## src/cbf_pkg.sv

```systemverilog
package cbf_pkg;

  // Width of split counts and point indexes (MAX_SPLITS is at most 64).
  localparam int CNT_W = 7;

  typedef enum logic [2:0] {
    F_IDLE,
    F_DIFF,
    F_CMP,
    F_SEARCH,
    F_PUSH
  } front_state_t;

  typedef enum logic [2:0] {
    B_IDLE,
    B_DIV,
    B_MUL,
    B_ADD,
    B_EMIT
  } back_state_t;

  // Per-segment control that travels with the coordinates through the queue.
  typedef struct packed {
    logic [CNT_W-1:0] n;
    logic             clipped;
  } seg_ctl_t;

endpackage

```

## src/cbf_queue.sv

```systemverilog
module cbf_queue #(
  parameter int WIDTH = 8
) (
  input  logic             clk,
  input  logic             rst_n,
  input  logic             push,
  input  logic [WIDTH-1:0] push_data,
  output logic             full,
  input  logic             pop,
  output logic [WIDTH-1:0] pop_data,
  output logic             empty
);

  logic [WIDTH-1:0] mem_r [2];
  logic             wr_ptr_r, wr_ptr_nxt;
  logic             rd_ptr_r, rd_ptr_nxt;
  logic [1:0]       count_r, count_nxt;

  assign full     = (count_r == 2'd2);
  assign empty    = (count_r == 2'd0);
  assign pop_data = mem_r[rd_ptr_r];

  // Pointer and fill count update.
  always_comb begin
    wr_ptr_nxt = wr_ptr_r;
    rd_ptr_nxt = rd_ptr_r;
    count_nxt  = count_r;
    if (push && !full) begin
      wr_ptr_nxt = ~wr_ptr_r;
    end
    if (pop && !empty) begin
      rd_ptr_nxt = ~rd_ptr_r;
    end
    if ((push && !full) && !(pop && !empty)) begin
      count_nxt = count_r + 2'd1;
    end else if (!(push && !full) && (pop && !empty)) begin
      count_nxt = count_r - 2'd1;
    end
  end

  always_ff @(posedge clk) begin
    if (!rst_n) begin
      wr_ptr_r <= 1'b0;
      rd_ptr_r <= 1'b0;
      count_r  <= 2'd0;
    end else begin
      wr_ptr_r <= wr_ptr_nxt;
      rd_ptr_r <= rd_ptr_nxt;
      count_r  <= count_nxt;
    end
  end

  // Entry storage.
  always_ff @(posedge clk) begin
    if (push && !full) begin
      mem_r[wr_ptr_r] <= push_data;
    end
  end

endmodule

```

## src/cbf_front.sv

```systemverilog
module cbf_front #(
  parameter int COORD_WIDTH = 24,
  parameter int FRAC_BITS   = 8,
  parameter int MAX_SPLITS  = 64
) (
  input  logic                          clk,
  input  logic                          rst_n,
  input  logic [15:0]                   flatness,
  input  logic                          in_valid,
  output logic                          in_stall,
  input  logic signed [COORD_WIDTH-1:0] in_start_x,
  input  logic signed [COORD_WIDTH-1:0] in_start_y,
  input  logic signed [COORD_WIDTH-1:0] in_ctrl1_x,
  input  logic signed [COORD_WIDTH-1:0] in_ctrl1_y,
  input  logic signed [COORD_WIDTH-1:0] in_ctrl2_x,
  input  logic signed [COORD_WIDTH-1:0] in_ctrl2_y,
  input  logic signed [COORD_WIDTH-1:0] in_end_x,
  input  logic signed [COORD_WIDTH-1:0] in_end_y,
  input  logic                          in_ctrl1_active,
  input  logic                          in_ctrl2_active,
  output logic                          q_push,
  output logic [8*COORD_WIDTH-1:0]      q_coords,
  output cbf_pkg::seg_ctl_t             q_ctl,
  input  logic                          q_full
);

  localparam int CW = COORD_WIDTH;
  localparam int DW = CW + 2;                  // second difference
  localparam int SW = CW + 3;                  // L1 norm
  localparam int TW = (CW + 5 > 32) ? CW + 5 : 32;  // 3*D and threshold
  localparam int CNT_W = cbf_pkg::CNT_W;

  cbf_pkg::front_state_t state_r, state_nxt;

  logic signed [CW-1:0] p_r [8];
  logic [SW-1:0]        d1_r, d1_nxt;
  logic [SW-1:0]        d2_r, d2_nxt;
  logic [CW:0]          span_r, span_nxt;
  logic [TW-1:0]        d3_r, d3_nxt;
  logic [TW-1:0]        thr_r, thr_nxt;
  logic [2:0]           k_r, k_nxt;
  cbf_pkg::seg_ctl_t    ctl_r, ctl_nxt;

  logic                 accept;
  logic signed [DW-1:0] sx1, sy1, sx2, sy2;
  logic [DW-1:0]        ax1, ay1, ax2, ay2;
  logic signed [CW:0]   ex, ey;
  logic [CW:0]          mx, my;
  logic [SW-1:0]        dmax;
  logic [TW-1:0]        d3_c;
  logic [CW+1:0]        req;
  logic [7:0]           cand;

  assign in_stall = (state_r != cbf_pkg::F_IDLE);
  assign accept   = in_valid && !in_stall;

  // Effective control points are captured on accept.
  always_ff @(posedge clk) begin
    if (accept) begin
      p_r[0] <= in_start_x;
      p_r[1] <= in_start_y;
      p_r[2] <= in_ctrl1_active ? in_ctrl1_x : in_start_x;
      p_r[3] <= in_ctrl1_active ? in_ctrl1_y : in_start_y;
      p_r[4] <= in_ctrl2_active ? in_ctrl2_x : in_end_x;
      p_r[5] <= in_ctrl2_active ? in_ctrl2_y : in_end_y;
      p_r[6] <= in_end_x;
      p_r[7] <= in_end_y;
    end
  end

  // Second differences and endpoint span.
  always_comb begin
    sx1 = DW'(p_r[0]) - (DW'(p_r[2]) <<< 1) + DW'(p_r[4]);
    sy1 = DW'(p_r[1]) - (DW'(p_r[3]) <<< 1) + DW'(p_r[5]);
    sx2 = DW'(p_r[2]) - (DW'(p_r[4]) <<< 1) + DW'(p_r[6]);
    sy2 = DW'(p_r[3]) - (DW'(p_r[5]) <<< 1) + DW'(p_r[7]);
    ax1 = sx1[DW-1] ? DW'(-sx1) : DW'(sx1);
    ay1 = sy1[DW-1] ? DW'(-sy1) : DW'(sy1);
    ax2 = sx2[DW-1] ? DW'(-sx2) : DW'(sx2);
    ay2 = sy2[DW-1] ? DW'(-sy2) : DW'(sy2);
    d1_nxt = SW'(ax1) + SW'(ay1);
    d2_nxt = SW'(ax2) + SW'(ay2);
    ex = (CW+1)'(p_r[6]) - (CW+1)'(p_r[0]);
    ey = (CW+1)'(p_r[7]) - (CW+1)'(p_r[1]);
    mx = ex[CW] ? (CW+1)'(-ex) : (CW+1)'(ex);
    my = ey[CW] ? (CW+1)'(-ey) : (CW+1)'(ey);
    span_nxt = (mx > my) ? mx : my;
  end

  assign dmax = (d1_r > d2_r) ? d1_r : d2_r;
  assign d3_c = TW'(dmax) + (TW'(dmax) << 1);
  assign req  = (CW+2)'(1) + ((CW+2)'(span_r) << 1 >> FRAC_BITS);
  assign cand = 8'd1 + (8'd1 << k_r);

  // Split count sequencer.
  always_comb begin
    state_nxt = state_r;
    d3_nxt    = d3_r;
    thr_nxt   = thr_r;
    k_nxt     = k_r;
    ctl_nxt   = ctl_r;
    q_push    = 1'b0;
    case (state_r)
      cbf_pkg::F_IDLE: begin
        if (accept && (in_ctrl1_active || in_ctrl2_active)) begin
          state_nxt = cbf_pkg::F_DIFF;
        end
      end
      cbf_pkg::F_DIFF: begin
        state_nxt = cbf_pkg::F_CMP;
      end
      cbf_pkg::F_CMP: begin
        if (flatness == 16'd0) begin
          if (req > (CW+2)'(MAX_SPLITS)) begin
            ctl_nxt.n       = CNT_W'(MAX_SPLITS);
            ctl_nxt.clipped = 1'b1;
          end else begin
            ctl_nxt.n       = req[CNT_W-1:0];
            ctl_nxt.clipped = 1'b0;
          end
          state_nxt = cbf_pkg::F_PUSH;
        end else if (d3_c <= TW'(flatness)) begin
          ctl_nxt.n       = CNT_W'(1);
          ctl_nxt.clipped = 1'b0;
          state_nxt       = cbf_pkg::F_PUSH;
        end else begin
          d3_nxt    = d3_c;
          thr_nxt   = TW'(flatness) << 2;
          k_nxt     = 3'd0;
          state_nxt = cbf_pkg::F_SEARCH;
        end
      end
      cbf_pkg::F_SEARCH: begin
        // One power of four per cycle.
        if (cand > 8'(MAX_SPLITS)) begin
          ctl_nxt.n       = CNT_W'(MAX_SPLITS);
          ctl_nxt.clipped = 1'b1;
          state_nxt       = cbf_pkg::F_PUSH;
        end else if (thr_r >= d3_r) begin
          ctl_nxt.n       = cand[CNT_W-1:0];
          ctl_nxt.clipped = 1'b0;
          state_nxt       = cbf_pkg::F_PUSH;
        end else begin
          thr_nxt = thr_r << 2;
          k_nxt   = k_r + 3'd1;
        end
      end
      cbf_pkg::F_PUSH: begin
        if (!q_full) begin
          q_push    = 1'b1;
          state_nxt = cbf_pkg::F_IDLE;
        end
      end
      default: begin
        state_nxt = cbf_pkg::F_IDLE;
      end
    endcase
  end

  always_ff @(posedge clk) begin
    if (!rst_n) begin
      state_r <= cbf_pkg::F_IDLE;
    end else begin
      state_r <= state_nxt;
    end
  end

  always_ff @(posedge clk) begin
    d1_r   <= d1_nxt;
    d2_r   <= d2_nxt;
    span_r <= span_nxt;
    d3_r   <= d3_nxt;
    thr_r  <= thr_nxt;
    k_r    <= k_nxt;
    ctl_r  <= ctl_nxt;
  end

  assign q_ctl    = ctl_r;
  assign q_coords = {p_r[7], p_r[6], p_r[5], p_r[4], p_r[3], p_r[2], p_r[1], p_r[0]};

endmodule

```

## src/cbf_back.sv

```systemverilog
module cbf_back #(
  parameter int COORD_WIDTH = 24,
  parameter int T_BITS      = 16
) (
  input  logic                          clk,
  input  logic                          rst_n,
  input  logic                          q_empty,
  output logic                          q_pop,
  input  logic [8*COORD_WIDTH-1:0]      q_coords,
  input  cbf_pkg::seg_ctl_t             q_ctl,
  output logic                          out_valid,
  input  logic                          out_stall,
  output logic signed [COORD_WIDTH-1:0] out_point_x,
  output logic signed [COORD_WIDTH-1:0] out_point_y,
  output logic [cbf_pkg::CNT_W-1:0]     out_point_index,
  output logic                          out_last_point,
  output logic                          out_count_clipped
);

  localparam int CW    = COORD_WIDTH;
  localparam int PW    = CW + T_BITS + 2;
  localparam int CNT_W = cbf_pkg::CNT_W;
  localparam int BC_W  = $clog2(T_BITS);

  cbf_pkg::back_state_t state_r, state_nxt;

  logic [8*CW-1:0]      seg_r, seg_nxt;
  cbf_pkg::seg_ctl_t    ctl_r, ctl_nxt;
  logic [CNT_W-1:0]     j_r, j_nxt;
  logic [7:0]           rem_r, rem_nxt;
  logic [T_BITS-1:0]    t_r, t_nxt;
  logic [BC_W-1:0]      bit_r, bit_nxt;
  logic [2:0]           step_r, step_nxt;
  logic signed [CW-1:0] qx_r [4];
  logic signed [CW-1:0] qy_r [4];
  logic signed [CW-1:0] qx_nxt [4];
  logic signed [CW-1:0] qy_nxt [4];
  logic signed [PW-1:0] px_r, py_r, px_nxt, py_nxt;

  logic                 out_valid_r, out_valid_nxt;
  logic signed [CW-1:0] ox_r, oy_r, ox_nxt, oy_nxt;
  logic [CNT_W-1:0]     oi_r, oi_nxt;
  logic                 ol_r, ol_nxt, oc_r, oc_nxt;

  logic [7:0]           divisor, rem2;
  logic signed [CW-1:0] ax, bx, ay, by;
  logic signed [CW:0]   dx, dy;
  logic signed [PW-1:0] shx, shy;
  logic [1:0]           wsel;
  logic [8*CW-1:0]      src;
  logic                 load_q;

  assign divisor = 8'(ctl_r.n) + 8'd1;
  assign rem2    = {rem_r[6:0], 1'b0};

  // Operand pairs of the de Casteljau steps.
  always_comb begin
    case (step_r)
      3'd1, 3'd4: begin
        ax = qx_r[1]; bx = qx_r[2]; ay = qy_r[1]; by = qy_r[2]; wsel = 2'd1;
      end
      3'd2: begin
        ax = qx_r[2]; bx = qx_r[3]; ay = qy_r[2]; by = qy_r[3]; wsel = 2'd2;
      end
      default: begin
        ax = qx_r[0]; bx = qx_r[1]; ay = qy_r[0]; by = qy_r[1]; wsel = 2'd0;
      end
    endcase
    dx  = (CW+1)'(bx) - (CW+1)'(ax);
    dy  = (CW+1)'(by) - (CW+1)'(ay);
    shx = px_r >>> T_BITS;
    shy = py_r >>> T_BITS;
  end

  // Point sequencer: divider, then shared interpolation units, then output.
  always_comb begin
    state_nxt     = state_r;
    seg_nxt       = seg_r;
    ctl_nxt       = ctl_r;
    j_nxt         = j_r;
    rem_nxt       = rem_r;
    t_nxt         = t_r;
    bit_nxt       = bit_r;
    step_nxt      = step_r;
    px_nxt        = PW'(dx) * PW'($signed({1'b0, t_r}));
    py_nxt        = PW'(dy) * PW'($signed({1'b0, t_r}));
    qx_nxt        = qx_r;
    qy_nxt        = qy_r;
    out_valid_nxt = out_valid_r && out_stall;
    ox_nxt        = ox_r;
    oy_nxt        = oy_r;
    oi_nxt        = oi_r;
    ol_nxt        = ol_r;
    oc_nxt        = oc_r;
    q_pop         = 1'b0;
    load_q        = 1'b0;
    src           = seg_r;
    case (state_r)
      cbf_pkg::B_IDLE: begin
        if (!q_empty) begin
          q_pop     = 1'b1;
          seg_nxt   = q_coords;
          ctl_nxt   = q_ctl;
          src       = q_coords;
          load_q    = 1'b1;
          j_nxt     = CNT_W'(1);
          rem_nxt   = 8'd1;
          state_nxt = cbf_pkg::B_DIV;
        end
      end
      cbf_pkg::B_DIV: begin
        // One quotient bit of t = j * 2^T / (n + 1) per cycle.
        if (rem2 >= divisor) begin
          rem_nxt = rem2 - divisor;
          t_nxt   = {t_r[T_BITS-2:0], 1'b1};
        end else begin
          rem_nxt = rem2;
          t_nxt   = {t_r[T_BITS-2:0], 1'b0};
        end
        bit_nxt = bit_r + BC_W'(1);
        if (bit_r == BC_W'(T_BITS - 1)) begin
          step_nxt  = 3'd0;
          state_nxt = cbf_pkg::B_MUL;
        end
      end
      cbf_pkg::B_MUL: begin
        state_nxt = cbf_pkg::B_ADD;
      end
      cbf_pkg::B_ADD: begin
        qx_nxt[wsel] = ax + shx[CW-1:0];
        qy_nxt[wsel] = ay + shy[CW-1:0];
        step_nxt     = step_r + 3'd1;
        state_nxt    = (step_r == 3'd5) ? cbf_pkg::B_EMIT : cbf_pkg::B_MUL;
      end
      cbf_pkg::B_EMIT: begin
        if (!out_valid_r || !out_stall) begin
          out_valid_nxt = 1'b1;
          ox_nxt        = qx_r[0];
          oy_nxt        = qy_r[0];
          oi_nxt        = j_r;
          ol_nxt        = (j_r == ctl_r.n);
          oc_nxt        = ctl_r.clipped;
          if (j_r == ctl_r.n) begin
            state_nxt = cbf_pkg::B_IDLE;
          end else begin
            j_nxt     = j_r + CNT_W'(1);
            rem_nxt   = 8'(j_r) + 8'd1;
            load_q    = 1'b1;
            state_nxt = cbf_pkg::B_DIV;
          end
        end
      end
      default: begin
        state_nxt = cbf_pkg::B_IDLE;
      end
    endcase
    // Every point starts again from the segment's control points.
    if (load_q) begin
      bit_nxt = '0;
      t_nxt   = '0;
      for (int i = 0; i < 4; i++) begin
        qx_nxt[i] = src[(2*i)*CW +: CW];
        qy_nxt[i] = src[(2*i+1)*CW +: CW];
      end
    end
  end

  always_ff @(posedge clk) begin
    if (!rst_n) begin
      state_r     <= cbf_pkg::B_IDLE;
      out_valid_r <= 1'b0;
    end else begin
      state_r     <= state_nxt;
      out_valid_r <= out_valid_nxt;
    end
  end

  always_ff @(posedge clk) begin
    seg_r  <= seg_nxt;
    ctl_r  <= ctl_nxt;
    j_r    <= j_nxt;
    rem_r  <= rem_nxt;
    t_r    <= t_nxt;
    bit_r  <= bit_nxt;
    step_r <= step_nxt;
    px_r   <= px_nxt;
    py_r   <= py_nxt;
    qx_r   <= qx_nxt;
    qy_r   <= qy_nxt;
    ox_r   <= ox_nxt;
    oy_r   <= oy_nxt;
    oi_r   <= oi_nxt;
    ol_r   <= ol_nxt;
    oc_r   <= oc_nxt;
  end

  assign out_valid         = out_valid_r;
  assign out_point_x       = ox_r;
  assign out_point_y       = oy_r;
  assign out_point_index   = oi_r;
  assign out_last_point    = ol_r;
  assign out_count_clipped = oc_r;

endmodule

```

## src/cubic_bezier_flattener.sv

```systemverilog
// Channel  Direction  Handshake              Content
// in       input      in_valid / in_stall    one cubic segment and control flags
// out      output     out_valid / out_stall  one point on the curve
// cfg      input      cfg_valid / cfg_ready  flatness tolerance, unsigned 8.8
//
// The front takes a segment and fixes its split count, searching a threshold
// where needed; a two-entry queue hands it to the back. A segment with
// neither control active yields no points. For each point the back's divider
// makes one quotient bit per cycle, then six multiply/add pairs follow.
// Reset is synchronous, active low; flatness returns to 256 (1.0). A stalled
// output holds its point while the front takes segments till the queue fills.
module cubic_bezier_flattener #(
  parameter int COORD_WIDTH = 24,
  parameter int FRAC_BITS   = 8,
  parameter int MAX_SPLITS  = 64,
  parameter int T_BITS      = 16
) (
  input  logic                          clk,
  input  logic                          rst_n,
  input  logic                          cfg_valid,
  output logic                          cfg_ready,
  input  logic [15:0]                   cfg_flatness,
  input  logic                          in_valid,
  output logic                          in_stall,
  input  logic signed [COORD_WIDTH-1:0] in_start_x,
  input  logic signed [COORD_WIDTH-1:0] in_start_y,
  input  logic signed [COORD_WIDTH-1:0] in_ctrl1_x,
  input  logic signed [COORD_WIDTH-1:0] in_ctrl1_y,
  input  logic signed [COORD_WIDTH-1:0] in_ctrl2_x,
  input  logic signed [COORD_WIDTH-1:0] in_ctrl2_y,
  input  logic signed [COORD_WIDTH-1:0] in_end_x,
  input  logic signed [COORD_WIDTH-1:0] in_end_y,
  input  logic                          in_ctrl1_active,
  input  logic                          in_ctrl2_active,
  output logic                          out_valid,
  input  logic                          out_stall,
  output logic signed [COORD_WIDTH-1:0] out_point_x,
  output logic signed [COORD_WIDTH-1:0] out_point_y,
  output logic [cbf_pkg::CNT_W-1:0]     out_point_index,
  output logic                          out_last_point,
  output logic                          out_count_clipped
);

  localparam int QW = 8 * COORD_WIDTH + $bits(cbf_pkg::seg_ctl_t);

  logic [15:0]                flatness_r;
  logic                       q_push, q_pop, q_full, q_empty;
  logic [8*COORD_WIDTH-1:0]   f_coords, b_coords;
  cbf_pkg::seg_ctl_t          f_ctl, b_ctl;
  logic [QW-1:0]              q_out;

  // Flatness register.
  assign cfg_ready = 1'b1;
  always_ff @(posedge clk) begin
    if (!rst_n) begin
      flatness_r <= 16'd256;
    end else if (cfg_valid && cfg_ready) begin
      flatness_r <= cfg_flatness;
    end
  end

  cbf_front #(
    .COORD_WIDTH(COORD_WIDTH),
    .FRAC_BITS  (FRAC_BITS),
    .MAX_SPLITS (MAX_SPLITS)
  ) u_front (
    .clk            (clk),
    .rst_n          (rst_n),
    .flatness       (flatness_r),
    .in_valid       (in_valid),
    .in_stall       (in_stall),
    .in_start_x     (in_start_x),
    .in_start_y     (in_start_y),
    .in_ctrl1_x     (in_ctrl1_x),
    .in_ctrl1_y     (in_ctrl1_y),
    .in_ctrl2_x     (in_ctrl2_x),
    .in_ctrl2_y     (in_ctrl2_y),
    .in_end_x       (in_end_x),
    .in_end_y       (in_end_y),
    .in_ctrl1_active(in_ctrl1_active),
    .in_ctrl2_active(in_ctrl2_active),
    .q_push         (q_push),
    .q_coords       (f_coords),
    .q_ctl          (f_ctl),
    .q_full         (q_full)
  );

  cbf_queue #(
    .WIDTH(QW)
  ) u_queue (
    .clk      (clk),
    .rst_n    (rst_n),
    .push     (q_push),
    .push_data({f_ctl, f_coords}),
    .full     (q_full),
    .pop      (q_pop),
    .pop_data (q_out),
    .empty    (q_empty)
  );

  assign b_coords = q_out[8*COORD_WIDTH-1:0];
  assign b_ctl    = q_out[QW-1:8*COORD_WIDTH];

  cbf_back #(
    .COORD_WIDTH(COORD_WIDTH),
    .T_BITS     (T_BITS)
  ) u_back (
    .clk              (clk),
    .rst_n            (rst_n),
    .q_empty          (q_empty),
    .q_pop            (q_pop),
    .q_coords         (b_coords),
    .q_ctl            (b_ctl),
    .out_valid        (out_valid),
    .out_stall        (out_stall),
    .out_point_x      (out_point_x),
    .out_point_y      (out_point_y),
    .out_point_index  (out_point_index),
    .out_last_point   (out_last_point),
    .out_count_clipped(out_count_clipped)
  );

  // The front never pushes into a full queue.
  a_no_overflow: assert property (@(posedge clk) disable iff (!rst_n)
    q_push |-> !q_full) else $error("segment pushed into full queue");

  // Point indexes stay within the split range.
  a_index_range: assert property (@(posedge clk) disable iff (!rst_n)
    out_valid |-> (out_point_index != '0) &&
                  (out_point_index <= cbf_pkg::CNT_W'(MAX_SPLITS)))
    else $error("point index out of range");

  // After a segment's last point is taken, the next point starts a segment.
  a_new_segment: assert property (@(posedge clk) disable iff (!rst_n)
    out_valid && !out_stall && out_last_point |=>
      !out_valid || (out_point_index == cbf_pkg::CNT_W'(1)))
    else $error("segment did not restart at index one");

endmodule

```

## config.mk

```make
export PLATFORM = sky130hd
export DESIGN_NAME = cubic_bezier_flattener
export DESIGN_NICKNAME = d
export VERILOG_FILES = /design/src/cbf_pkg.sv /design/src/cbf_queue.sv /design/src/cbf_front.sv /design/src/cbf_back.sv /design/src/cubic_bezier_flattener.sv
export SDC_FILE = /design/constraint.sdc
export NUM_CORES = 2
export LEC_CHECK = 0
export BUFFER_PORTS_ARGS = -buffer_cell sky130_fd_sc_hd__buf_2
export CAP_MARGIN = 15
export CORE_ASPECT_RATIO = 0.6
export CORE_MARGIN = 2
export CORE_UTILIZATION = 65
export CTS_BUF_LIST = sky130_fd_sc_hd__clkbuf_8 sky130_fd_sc_hd__clkbuf_16
export DETAILED_ROUTE_END_ITERATION = 10
export PLACE_DENSITY = 0.87
export SLEW_MARGIN = 20
export SYNTH_ARGS = -nofsm -noshare
export SYNTH_HDL_FRONTEND = slang
export SYNTH_HIERARCHICAL = 1
export SYNTH_SLANG_ARGS = --single-unit
```

## constraint.sdc

```tcl
create_clock -name clk -period 11.8 [get_ports clk]
set_clock_uncertainty 0.15 [all_clocks]
set_input_delay 1.18 -clock clk [delete_from_list [all_inputs] [get_ports clk]]
set_output_delay 1.18 -clock clk [all_outputs]
set_load 0.01 [all_outputs]
```

==> qor.txt <==
outcome = completed
Tcrit/Tclk final = 94.2%
register area share after synthesis = 35.3%
Crit. End Element = register
Core ar. = 0.153 mm²
Clock Sinks = 1296
die height = 308 µm
# IOs = 275
DP Wirelength = 221 mm
Sw Share = 47.0%
placed cells = 11600
final count of pins violating max slew = 0
TNS Setup = 0 ns
top layer in use = met5
Worst EP required = 12.35 ns
largest fanout on the critical path = 49
HP Start = u_back/ctl_r[0]
nets = 11400
P_sw = 0.0124 W
synthesized netlist cell count = 9487
via count = 72900
Routed Antenna Nets = 0
PD cells = 246 mW/mm²
largest net degree at the start of global routing = 137
first-pass GRT wire length = 435 mm
Pleak = 47.8 nW
Root Buffer = clkbuf_16
TritonCTS clock tree = yes
count of cell types in the netlist = 114
Yosys reg bits = 1296
Layout area overhead = 7.55%
area of the die = 0.157 mm²
share of flip-flops with an asynchronous set or reset = 0%
final hold vios = 0
met2 WL = 122 mm
Least-Margin Pin Slew = 1.23 ns
first drt pass iteration count = 8
Syn. warnings = 6
gr ovfl total = 0
Max IR drop VDD = 0.268 mV
Largest delay share family, worst path = adder cells
Met1 Routed Length = 116 mm
# setup viols final = 0
clock-pin slew on the worst setup and hold paths = 0.07 ns
# rows = 111
Primary FF master, synth = edfxtp_1
clk_lat worst skew = 0.78 ns
RSZ-0062 raised after global routing = false
Worst path max stage delay = 0.84 ns
worst setup path class = register to register
CTS Buf Count = 115
Placement Setup Slack = 0.804 ns
CTS Buffer Depth = 3
drt wl/cell = 24.3 µm
Die X = 510 µm
max cap viols = 0
CP Launch Type = register
worst path bufs/invs = 6
Via density = 6.17
initial antenna violation count = 16
Initial Util = 65.5%
initial drt markers = 9237
clock network power share = 15.2%
worst r2r src = u_back/step_r[1]
Worst slew margin = 17.6%
slack of the critical path = 0.684 ns
internal power = 0.0140 W
drt drc = 0
Synth Area per Inst = 10.5 µm²
total power = 0.0265 W
number of synthesized flops with an enable pin = 936
Setup Buffers After CTS = 0
syn_nets = 11200
Non-Filler Instances = 11800
share of layout cells above drive strength 1 = 12.4%
part of the power in registers = 23.9%
gpl congestion = 1.08
mapped cell area = 0.0999 mm²
H-tree Lvls = 3
Worst Hold Class = register to register
post-layout min period = 11.12 ns
number of global-route vias before repair = 73000
cell with the most instances on the worst path = fa_1
drt total wl = 287 mm
Critical Path Start = u_back/step_r[1]
PortBufs = 273
combinational share of power = 60.8%
overall global routing resource usage = 36.6%
CP max stage cell = fa_1
met3 WL = 38.8 mm
Fmax = 0.0900 GHz
CP arrival = 11.67 ns
[worst paths after layout]
kind | endpoint | slack, ns | cells after the start
worst max-delay path | u_back/px_r[39] | 0.68 | 37
worst min register to register | u_back/out_count_clipped | 0.31 | 0
worst max register to register | u_back/px_r[39] | 0.68 | 37
worst min-delay path | u_back/out_count_clipped | 0.31 | 0
[placed cells by master, fill, tap and decap left out, types with 201 or more instances in the layout]
cell         n
mux2_2     292
inv_1     1547
dfxtp_1    358
ha_1       642
and2_1     373
fa_1       848
xnor2_1    311
o21ai_0    431
nor2_1     298
a21oi_1    313
edfxtp_1   936
buf_2      273
mux2_4     201
nand2_1    978
[metal layers]
| layer | up-vias | GRT usage [%] |
|---|---|---|
| li1 | 32000 | - |
| met4 | 8 | 11.5 |
| met2 | 4427 | 53.3 |
| met3 | 644 | 11.9 |
| met5 | - | 0 |
| met1 | 35800 | 52.0 |
[cell families after synthesis]
| group | count (synthesis) | share of synthesized area (%) |
|---|---|---|
| AOI/OAI and AO/OA | 1460 | 9.54 |
| xor gates and xnor gates | 513 | 4.52 |
| adders and majority gates | 1498 | 25.1 |
| buffers and inverters | 1858 | 7.43 |
| DFF | 1296 | 35.3 |
| muxes | 540 | 6.78 |
| other | 1 | 0.00375 |
| and+or+nand+nor | 2321 | 11.3 |
[repair_timing]
item                                    in CTS  in global routing
endpoints found under the setup margin       0                  1
hold buffers                                 0                  0
gates resized for setup                      0                  1
[stage by stage]
step           util [%]  hold WS (ns)  area (µm²)
2_1_floorplan         -         0.250       99900
3_3_place_gp       67.7         0.281      103000
3_5_place_dp       67.7         0.266      103000
4_1_cts            70.4         0.312      107000
5_1_grt            70.4         0.326      107000
6_report           70.4         0.308      107000
[layout make-up]
| class | count | area (µm²) |
|---|---|---|
| antenna | 3 | 7.51 |
| clock buffer | 130 | 3120 |
| clock inverter | 89 | 922 |
| fill | 10700 | 45100 |
| inverter | 1533 | 5760 |
| multi-input combinational | 6333 | 57500 |
| sequential | 1296 | 35300 |
| tap | 2034 | 2540 |
| timing repair buffer | 391 | 2280 |
[power by group through the flow]
| stage | combinational [W] | sequential, W | clock, W |
|---|---|---|---|
| finish | 0.0161 | 0.00634 | 0.00403 |
| global route | 0.0174 | 0.00638 | 0.00424 |
| CTS | 0.0155 | 0.00632 | 0.00405 |
| detailed placement | 0.0152 | 0.00640 | 0 |
| global placement | 0.0148 | 0.00637 | 0 |
| floorplan | 0.0108 | 0.00623 | 0 |
[state kept, by name, summed over array words and instances (netlist names), 27 cells and up, named ones only]
name	flops
u_queue/mem_r	400
u_back/seg_r	192
u_front/p_r	192
u_back/qx_r	96
u_back/qy_r	96
u_front/thr_r	30
u_front/d3_r	29
u_front/d1_r	27
u_front/d2_r	27
[cells in the mapped netlist, types with 200 or more instances]
cell type | count | area (µm²)
a21oi_1 | 314 | 1570
edfxtp_1 | 936 | 28100
and2_1 | 373 | 2330
clkbuf_1 | 245 | 920
ha_1 | 642 | 8030
dfxtp_1 | 360 | 7210
o21ai_0 | 437 | 2190
nor2_1 | 299 | 1120
xnor2_1 | 332 | 2910
mux2_2 | 293 | 3300
inv_1 | 1532 | 5750
fa_1 | 848 | 17000
nand2_1 | 979 | 3670
mux2_4 | 200 | 3000
Note: power is estimated with default switching activity, not from simulation.
